--- config.mk ---
export PLATFORM = sky130hd
export DESIGN_NAME = timed_task_dispatch_queue
export DESIGN_NICKNAME = d
export VERILOG_FILES = /design/src/ttdq_pkg.sv /design/src/ttdq_front.sv /design/src/ttdq_back.sv /design/src/timed_task_dispatch_queue.sv
export SDC_FILE = /design/constraint.sdc
export NUM_CORES = 2
export LEC_CHECK = 0
export BUFFER_PORTS_ARGS = -buffer_cell sky130_fd_sc_hd__clkbuf_2
export CORE_UTILIZATION = 45
export CTS_CLUSTER_SIZE = 24
export DETAILED_ROUTE_END_ITERATION = 12
export GPL_TIMING_DRIVEN = 0
export MAX_ROUTING_LAYER = met4
export REMOVE_ABC_BUFFERS = 1
export SYNTH_ARGS = -nofsm -noshare
export SYNTH_HDL_FRONTEND = slang
export SYNTH_SLANG_ARGS = --single-unit
--- constraint.sdc ---
create_clock -name clk -period 6.7 [get_ports clk]
set_input_delay 1.005 -clock clk [delete_from_list [all_inputs] [get_ports clk]]
set_output_delay 1.005 -clock clk [all_outputs]
set_load 0.05 [all_outputs]
--- src/ttdq_pkg.sv ---
package ttdq_pkg;

  localparam int NowDepthDef   = 4;
  localparam int TimedDepthDef = 16;
  localparam logic [31:0] ClockReset = 32'd4274967295;
  localparam logic [19:0] TickReset  = 20'd10000;

  typedef enum logic [2:0] {
    ACT_TICK     = 3'd0,
    ACT_NOW      = 3'd1,
    ACT_REL      = 3'd2,
    ACT_ABS      = 3'd3,
    ACT_DISPATCH = 3'd4
  } action_t;

  // item handed from the front end to the back end
  typedef struct packed {
    logic [2:0]  action;
    logic [31:0] time_value;
    logic [15:0] task_tag;
  } item_t;

  typedef enum logic [2:0] {
    ST_IDLE,
    ST_SCAN,
    ST_SHIFT,
    ST_OUT
  } state_t;

  // a is later than b, wrap-aware
  function automatic logic is_later(input logic [31:0] a, input logic [31:0] b);
    logic [31:0] d;
    d = a - b;
    return (d != 32'd0) && !d[31];
  endfunction

endpackage

--- src/ttdq_front.sv ---
// Input skid queue: two-entry FIFO decoupling the input channel from the back end.
module ttdq_front (
  input  logic           clk,
  input  logic           rst_n,
  input  logic           in_valid,
  output logic           in_ready,
  input  logic [2:0]     in_action,
  input  logic [31:0]    in_time_value,
  input  logic [15:0]    in_task_tag,
  output logic           q_valid,
  output ttdq_pkg::item_t q_item,
  input  logic           q_take
);
  import ttdq_pkg::*;

  item_t      buf_r [2];
  logic       wp_r, rp_r;
  logic [1:0] cnt_r;
  logic       push, pop;

  assign in_ready = (cnt_r != 2'd2);
  assign push     = in_valid && in_ready;
  assign q_valid  = (cnt_r != 2'd0);
  assign pop      = q_take && q_valid;
  assign q_item   = buf_r[rp_r];

  // storage
  always_ff @(posedge clk) begin
    if (push) begin
      buf_r[wp_r] <= '{action: in_action, time_value: in_time_value,
                       task_tag: in_task_tag};
    end
  end

  // pointers and fill count
  always_ff @(posedge clk) begin
    if (!rst_n) begin
      wp_r  <= 1'b0;
      rp_r  <= 1'b0;
      cnt_r <= 2'd0;
    end else begin
      if (push) wp_r <= ~wp_r;
      if (pop)  rp_r <= ~rp_r;
      cnt_r <= cnt_r + {1'b0, push} - {1'b0, pop};
    end
  end

endmodule

--- src/ttdq_back.sv ---
// Execution engine: clock, immediate FIFO, timed store with serial min scan.
module ttdq_back #(
  parameter int NOW_QUEUE_DEPTH = ttdq_pkg::NowDepthDef,
  parameter int TIMED_DEPTH     = ttdq_pkg::TimedDepthDef
) (
  input  logic            clk,
  input  logic            rst_n,
  input  logic            cfg_we,
  input  logic [19:0]     cfg_data,
  input  logic            q_valid,
  input  ttdq_pkg::item_t q_item,
  output logic            q_take,
  output logic            out_valid,
  input  logic            out_ready,
  output logic            out_task_ready,
  output logic [15:0]     out_ready_tag,
  output logic [31:0]     out_clock_now,
  output logic            out_insert_dropped
);
  import ttdq_pkg::*;

  localparam int NW = (NOW_QUEUE_DEPTH > 1) ? $clog2(NOW_QUEUE_DEPTH) : 1;
  localparam int TW = $clog2(TIMED_DEPTH);
  localparam int NC = $clog2(NOW_QUEUE_DEPTH + 1);
  localparam int TC = $clog2(TIMED_DEPTH + 1);

  logic [19:0]   tick_r;
  logic [31:0]   clock_r;
  logic [15:0]   nf_r [NOW_QUEUE_DEPTH];
  logic [NC-1:0] nf_cnt_r;
  logic [31:0]   due_r [TIMED_DEPTH];
  logic [15:0]   tag_r [TIMED_DEPTH];
  logic [TC-1:0] t_cnt_r;
  state_t        st_r, st_nxt;
  logic [TW-1:0] idx_r, best_r;
  logic          rdy_r, drop_r;
  logic [15:0]   rtag_r;
  logic          t_full, nf_full;
  logic [TC-1:0] idx_ext;
  logic          scan_done, best_due, shift_done;

  assign t_full     = (t_cnt_r == TC'(TIMED_DEPTH));
  assign nf_full    = (nf_cnt_r == NC'(NOW_QUEUE_DEPTH));
  assign idx_ext    = TC'(idx_r);
  assign scan_done  = (idx_ext >= t_cnt_r) || (idx_r == '0);
  assign best_due   = !is_later(due_r[best_r], clock_r);
  assign shift_done = (idx_ext >= t_cnt_r);
  assign out_task_ready     = rdy_r;
  assign out_ready_tag      = rtag_r;
  assign out_clock_now      = clock_r;
  assign out_insert_dropped = drop_r;

  // tick interval register
  always_ff @(posedge clk) begin
    if (!rst_n) tick_r <= TickReset;
    else if (cfg_we) tick_r <= cfg_data;
  end

  // state register
  always_ff @(posedge clk) begin
    if (!rst_n) st_r <= ST_IDLE;
    else st_r <= st_nxt;
  end

  // next state and handshakes
  always_comb begin
    st_nxt    = st_r;
    q_take    = 1'b0;
    out_valid = 1'b0;
    unique case (st_r)
      ST_IDLE: begin
        q_take = q_valid;
        if (q_valid) begin
          if (q_item.action == ACT_DISPATCH && nf_cnt_r == '0 && t_cnt_r != '0) begin
            st_nxt = ST_SCAN;
          end else begin
            st_nxt = ST_OUT;
          end
        end
      end
      ST_SCAN: if (scan_done) st_nxt = best_due ? ST_SHIFT : ST_OUT;
      ST_SHIFT: if (shift_done) st_nxt = ST_OUT;
      ST_OUT: begin
        out_valid = 1'b1;
        if (out_ready) st_nxt = ST_IDLE;
      end
      default: st_nxt = ST_IDLE;
    endcase
  end

  // datapath
  always_ff @(posedge clk) begin
    if (!rst_n) begin
      clock_r  <= ClockReset;
      nf_cnt_r <= '0;
      t_cnt_r  <= '0;
      rdy_r    <= 1'b0;
      drop_r   <= 1'b0;
      rtag_r   <= '0;
      idx_r    <= '0;
      best_r   <= '0;
    end else begin
      unique case (st_r)
        ST_IDLE: if (q_valid) begin
          rdy_r  <= 1'b0;
          drop_r <= 1'b0;
          rtag_r <= '0;
          case (q_item.action) inside
            ACT_TICK: clock_r <= clock_r + {12'd0, tick_r};
            ACT_NOW, ACT_REL, ACT_ABS: begin
              if (q_item.action == ACT_NOW && !nf_full) begin
                nf_r[NW'(nf_cnt_r)] <= q_item.task_tag;
                nf_cnt_r <= nf_cnt_r + NC'(1);
              end else if (t_full) begin
                drop_r <= 1'b1;
              end else begin
                due_r[TW'(t_cnt_r)] <= (q_item.action == ACT_ABS) ? q_item.time_value :
                                       (q_item.action == ACT_REL) ?
                                       clock_r + q_item.time_value : clock_r;
                tag_r[TW'(t_cnt_r)] <= q_item.task_tag;
                t_cnt_r <= t_cnt_r + TC'(1);
              end
            end
            ACT_DISPATCH: begin
              if (nf_cnt_r != '0) begin
                rdy_r  <= 1'b1;
                rtag_r <= nf_r[0];
                for (int i = 0; i < NOW_QUEUE_DEPTH - 1; i++) nf_r[i] <= nf_r[i+1];
                nf_cnt_r <= nf_cnt_r - NC'(1);
              end else if (t_cnt_r != '0) begin
                best_r <= '0;
                idx_r  <= TW'(1);
              end
            end
            default: ;
          endcase
        end
        // one entry compared per cycle
        ST_SCAN: begin
          if (scan_done) begin
            if (best_due) begin
              rdy_r   <= 1'b1;
              rtag_r  <= tag_r[best_r];
              idx_r   <= best_r;
              t_cnt_r <= t_cnt_r - TC'(1);
            end
          end else begin
            if (is_later(due_r[best_r], due_r[idx_r])) best_r <= idx_r;
            idx_r <= idx_r + TW'(1);
          end
        end
        // close the gap one entry per cycle
        ST_SHIFT: begin
          if (!shift_done) begin
            due_r[idx_r] <= due_r[idx_r + TW'(1)];
            tag_r[idx_r] <= tag_r[idx_r + TW'(1)];
            idx_r <= idx_r + TW'(1);
          end
        end
        ST_OUT: ;
        default: ;
      endcase
    end
  end

endmodule

--- src/timed_task_dispatch_queue.sv ---
// Timed task dispatch queue.
// Input channel (in_valid/in_ready) carries action, time_value, task_tag;
// each input item produces exactly one result transfer on out_valid/out_ready.
// Actions: tick advances the jiffy clock by the tick interval; schedule-now
// goes to the immediate FIFO (or the timed store when full); relative and
// absolute schedules go to the timed store; dispatch returns the FIFO head,
// else the earliest due timed entry, else nothing.
// cfg_we/cfg_data write the 20-bit tick interval; the user is to write it
// only while idle, which the block itself does not enforce.
// A timed dispatch adds a serial compare over the timed store and, after a
// removal, a serial gap close before its result is offered.
// A two-entry input queue accepts new items while a result waits.
// Reset: clock 4274967295, interval 10000, both queues empty.
// When the receiver stalls, the result holds and at most two more items
// are accepted.
module timed_task_dispatch_queue #(
  parameter int NOW_QUEUE_DEPTH = ttdq_pkg::NowDepthDef,
  parameter int TIMED_DEPTH     = ttdq_pkg::TimedDepthDef
) (
  input  logic        clk,
  input  logic        rst_n,
  input  logic        cfg_we,
  input  logic [19:0] cfg_data,
  input  logic        in_valid,
  output logic        in_ready,
  input  logic [2:0]  in_action,
  input  logic [31:0] in_time_value,
  input  logic [15:0] in_task_tag,
  output logic        out_valid,
  input  logic        out_ready,
  output logic        out_task_ready,
  output logic [15:0] out_ready_tag,
  output logic [31:0] out_clock_now,
  output logic        out_insert_dropped
);
  import ttdq_pkg::*;

  logic  q_valid, q_take;
  item_t q_item;

  ttdq_front u_front (
    .clk, .rst_n, .in_valid, .in_ready, .in_action, .in_time_value,
    .in_task_tag, .q_valid, .q_item, .q_take
  );

  ttdq_back #(
    .NOW_QUEUE_DEPTH(NOW_QUEUE_DEPTH), .TIMED_DEPTH(TIMED_DEPTH)
  ) u_back (
    .clk, .rst_n, .cfg_we, .cfg_data, .q_valid, .q_item, .q_take,
    .out_valid, .out_ready, .out_task_ready, .out_ready_tag,
    .out_clock_now, .out_insert_dropped
  );

`ifndef SYNTHESIS
  a_tag_zero: assert property (@(posedge clk) disable iff (!rst_n)
    out_valid && !out_task_ready |-> out_ready_tag == 16'd0)
    else $error("tag without task");
  a_excl: assert property (@(posedge clk) disable iff (!rst_n)
    out_valid |-> !(out_task_ready && out_insert_dropped))
    else $error("dispatch and drop together");
  a_clock_hold: assert property (@(posedge clk) disable iff (!rst_n)
    out_valid && !out_ready |=> $stable(out_clock_now))
    else $error("clock moved under stall");
`endif

endmodule

==> key figures <==
Logic synthesis
  • Seq cells post-synth: 1035
  • YS warnings: 0
  • Post-synth cell types: 83
  • Post-synthesis cell area: 56600 um^2
  • Synthesized instance count: 3659
  • Syn avg cell area: 15.5 um^2
  • Ys async rst share: 0%
  • Top FF cell, synth: edfxtp_1
  • Number of synthesized flops with an enable pin: 934
  • Post-synthesis sequential area ratio: 53.1%

Timing
  • Slew Limit Fails: 0
  • Worst slew margin: 6.13%
  • Fmax: 154 MHz
  • Setup TNS: 0 ns
  • Post-route minimum period: roughly 6.5 ns
  • Setup violations, final: 0
  • Worst Skew: 0.0427 ns
  • Final period utilization: 96.9%
  • Final Hold Viols: 0
  • Least-Margin Pin Slew: 1.40 ns

Drt
  • Via density: between 6 and 7
  • Drt wl/cell: 30.1 um
  • DR WL met2: 79.3 mm
  • DR DRC count: 0
  • TritonRoute pass-1 iters: 6
  • Vias: 36.6k
  • Met1 Routed Length: 68.4 mm
  • DRT iter0 DRCs: 4346
  • Total Wirelength: 166 mm
  • Top Metal Used: met4
  • Detail Route met3 WL: approximately 14 mm
  • Post-route ant nets: 0

Layout
  • Nets@finish: 3988
  • Most frequent cells in the layout: edfxtp_1, mux4_2, nand2_1
  • Area Overhead vs Synth: 14.7%
  • Design area: between 60000 and 70000 um^2
  • Filler cells: 10.0k
  • Layout cells sized above 1: 30.2%
  • Most common cell after layout, fill and taps aside: edfxtp_1

Clock tree
  • Clk pin slew, worst setup/hold paths: ~0.06 ns
  • H-tree levels: 3
  • CTS Buf Count: 108
  • CTS Sinks: 1035
  • CTS Root Cell: clkbuf_16
  • TritonCTS clock tree: yes
  • Clock Path Buffers: 3
  • Worst-Skew Late Latency: around 0.76 ns

Global route
  • Pin count of the biggest net entering global routing: 68
  • Number of global-route vias before repair: approximately 36k
  • GRT Overall Usage: 27.0%
  • Global-route wire length before repair: approximately 240 mm
  • Global route overflow: 0
  • Initial antenna violation count: 3

Placement
  • Post-DP HPWL: ~110 mm
  • Gpl congestion: around 0.95
  • Port bufs: 127
  • Placed Area: between 60000 and 70000 um^2

Critical path
  • R2R setup slack: 0.21 ns
  • R2R cell count: 18
  • Setup Crit Path Kind: reg2reg
  • Crit. End Element: flip-flop
  • WP data arrival: 7.13 ns
  • WP data required: 7.34 ns
  • Crit-path max FO: 33
  • Startpoint Class: flip-flop

Floorplan
  • Core area: between 100000 and 150000 um^2
  • Die X: 357 um
  • Row cnt: 129
  • Starting Density: 45.6%
  • Chip height: 357 um
  • I/O pins: 128
  • Die area: roughly 130000 um^2

Hold path
  • Hold Path Origin: in_task_tag[3]
  • Hold Crit Endpoint: u_front.buf_r[0][3]
  • Hold WC Path Type: in2reg
  • Hold path cells: 1

Run
  • Max cap viols: 0

Pwr
  • PwrDens: 335 nW/um^2
  • Maximum VDD drop: 0.000222 V
  • Leakage: 20.9 nW
  • Total Power: ~22 mW

Run status
  • Status: finished, final reports clean
power by group:
part,switching (mW),internal [mW],total (mW)
combinational,4.15,3.25,7.40
sequential,0.257,7.84,8.09
clock,2.63,3.67,6.30
total,7.04,14.8,21.8
layer usage:
layer | track usage, % | up-vias
li1 | - | 15300
met4 | 7.71 | 0
met5 | - | -
met1 | 36.3 | 19200
met3 | 4.80 | 283
met2 | 42.1 | 1797
timing repair:
| item | 4_1_cts | 5_1_grt |
|---|---|---|
| setup buffers | 2 | 3 |
| pin swaps | 1 | 0 |
| setup endpoints to repair | 39 | 38 |
| gates cloned | 0 | 1 |
| resized for setup | 10 | 11 |
| hold buffers | 0 | 0 |
sequential cells by signal, indices dropped and copies added (netlist names), named ones only:
name	cells
u_back.due_r	512
u_back.st_r	2
u_back.tag_r	256
u_front.cnt_r	2
u_back.best_r	4
u_back.idx_r	4
u_back.nf_cnt_r	3
u_back.out_ready_tag	16
u_back.tick_r	20
u_front.buf_r	102
u_back.nf_r	64
u_back.t_cnt_r	5
u_front.wp_r	1
u_front.rp_r	1
u_back.out_clock_now	32
u_back.out_insert_dropped	1
u_back.out_task_ready	1
cells in the mapped netlist (11+ instances only):
cell type | n | area (um^2)
nand2_1 | 272 | 1020
a211oi_1 | 28 | 210
a21o_1 | 33 | 248
a21oi_1 | 135 | 676
mux2i_1 | 72 | 721
edfxtp_1 | 934 | 28000
ha_1 | 128 | 1600
nor4_1 | 17 | 106
nand2b_1 | 12 | 75.1
xnor2_1 | 50 | 438
mux4_2 | 640 | 14400
o31ai_1 | 25 | 188
nand3_1 | 64 | 320
mux2_2 | 40 | 450
and3_1 | 20 | 125
a31oi_1 | 19 | 119
nor2b_1 | 12 | 75.1
o211ai_1 | 23 | 173
xor2_1 | 33 | 289
nor2_1 | 167 | 627
o21ai_0 | 135 | 676
o21a_1 | 76 | 571
or3_1 | 11 | 68.8
dfxtp_1 | 101 | 2020
buf_1 | 68 | 255
nand4_1 | 18 | 113
nor3_1 | 42 | 210
o2111ai_1 | 13 | 114
clkbuf_1 | 156 | 586
inv_1 | 134 | 503
cell families after synthesis:
logic type               synth area share (%)
multiplexers                             27.5
adder cells (fa/ha/maj)                  3.04
XOR/XNOR                                 1.28
AO/OA/AOI/OAI                            6.93
buffers and inverters                    2.51
AND/OR/NAND/NOR                          5.59
flip-flops                               53.1
how the worst max path moves through the flow:
stage | slack, ns | from | cells past startpoint | endpoint
floorplan | -8.06 | u_back.idx_r[0] | 6 | u_back.due_r[0][16]
global placement | -19.73 | u_back.idx_r[0] | 11 | u_back.due_r[7][5]
detailed placement | -0.63 | flip-flop | 18 | flip-flop
CTS | 0.03 | flip-flop | 18 | u_back.out_ready_tag[6]
global route | -0.02 | flip-flop | 18 | flip-flop
finish | 0.21 | flip-flop | 18 | flip-flop
stage by stage:
step / setup slack, ns / hold slack (ns) / utilization (%) / std cells
2_1_floorplan: -8.06 / 0.444 / - / 3424
3_3_place_gp: -19.73 / 0.444 / 47.0 / 5188
3_5_place_dp: -0.635 / 0.450 / 49.1 / 5299
4_1_cts: 0.0320 / 0.395 / 52.2 / 5506
5_1_grt: -0.0187 / 0.427 / 52.3 / 5513
6_report: 0.205 / 0.448 / 52.3 / 5513
critical path: stages, from the launching register on:
cell	delay [ns]
dfxtp_4	0.38
buf_16	0.25
buf_16	0.27
buf_12	0.27
buf_16	0.29
mux4_2	0.56
mux4_2	0.55
ha_1	0.44
nor2_1	0.11
a32oi_1	0.30
nand4b_1	0.23
a2111oi_2	0.45
o2111ai_1	0.22
nor4b_1	0.35
o2111ai_1	0.19
or4_1	0.78
nor2_1	0.32
nor4_1	0.10
o21a_1	0.22
cell type report:
class	count	area, um^2	area share [%]
flip-flops and latches	1035	30100	46.3
multi-input cells	2253	25500	39.2
repair buffers	244	3080	4.74
clock buffers	155	3030	4.67
well taps	1637	2050	3.15
clock inverters	50	694	1.07
inverters	136	512	0.788
diodes	3	7.51	0.0116
(Power assumes the default switching activity.)
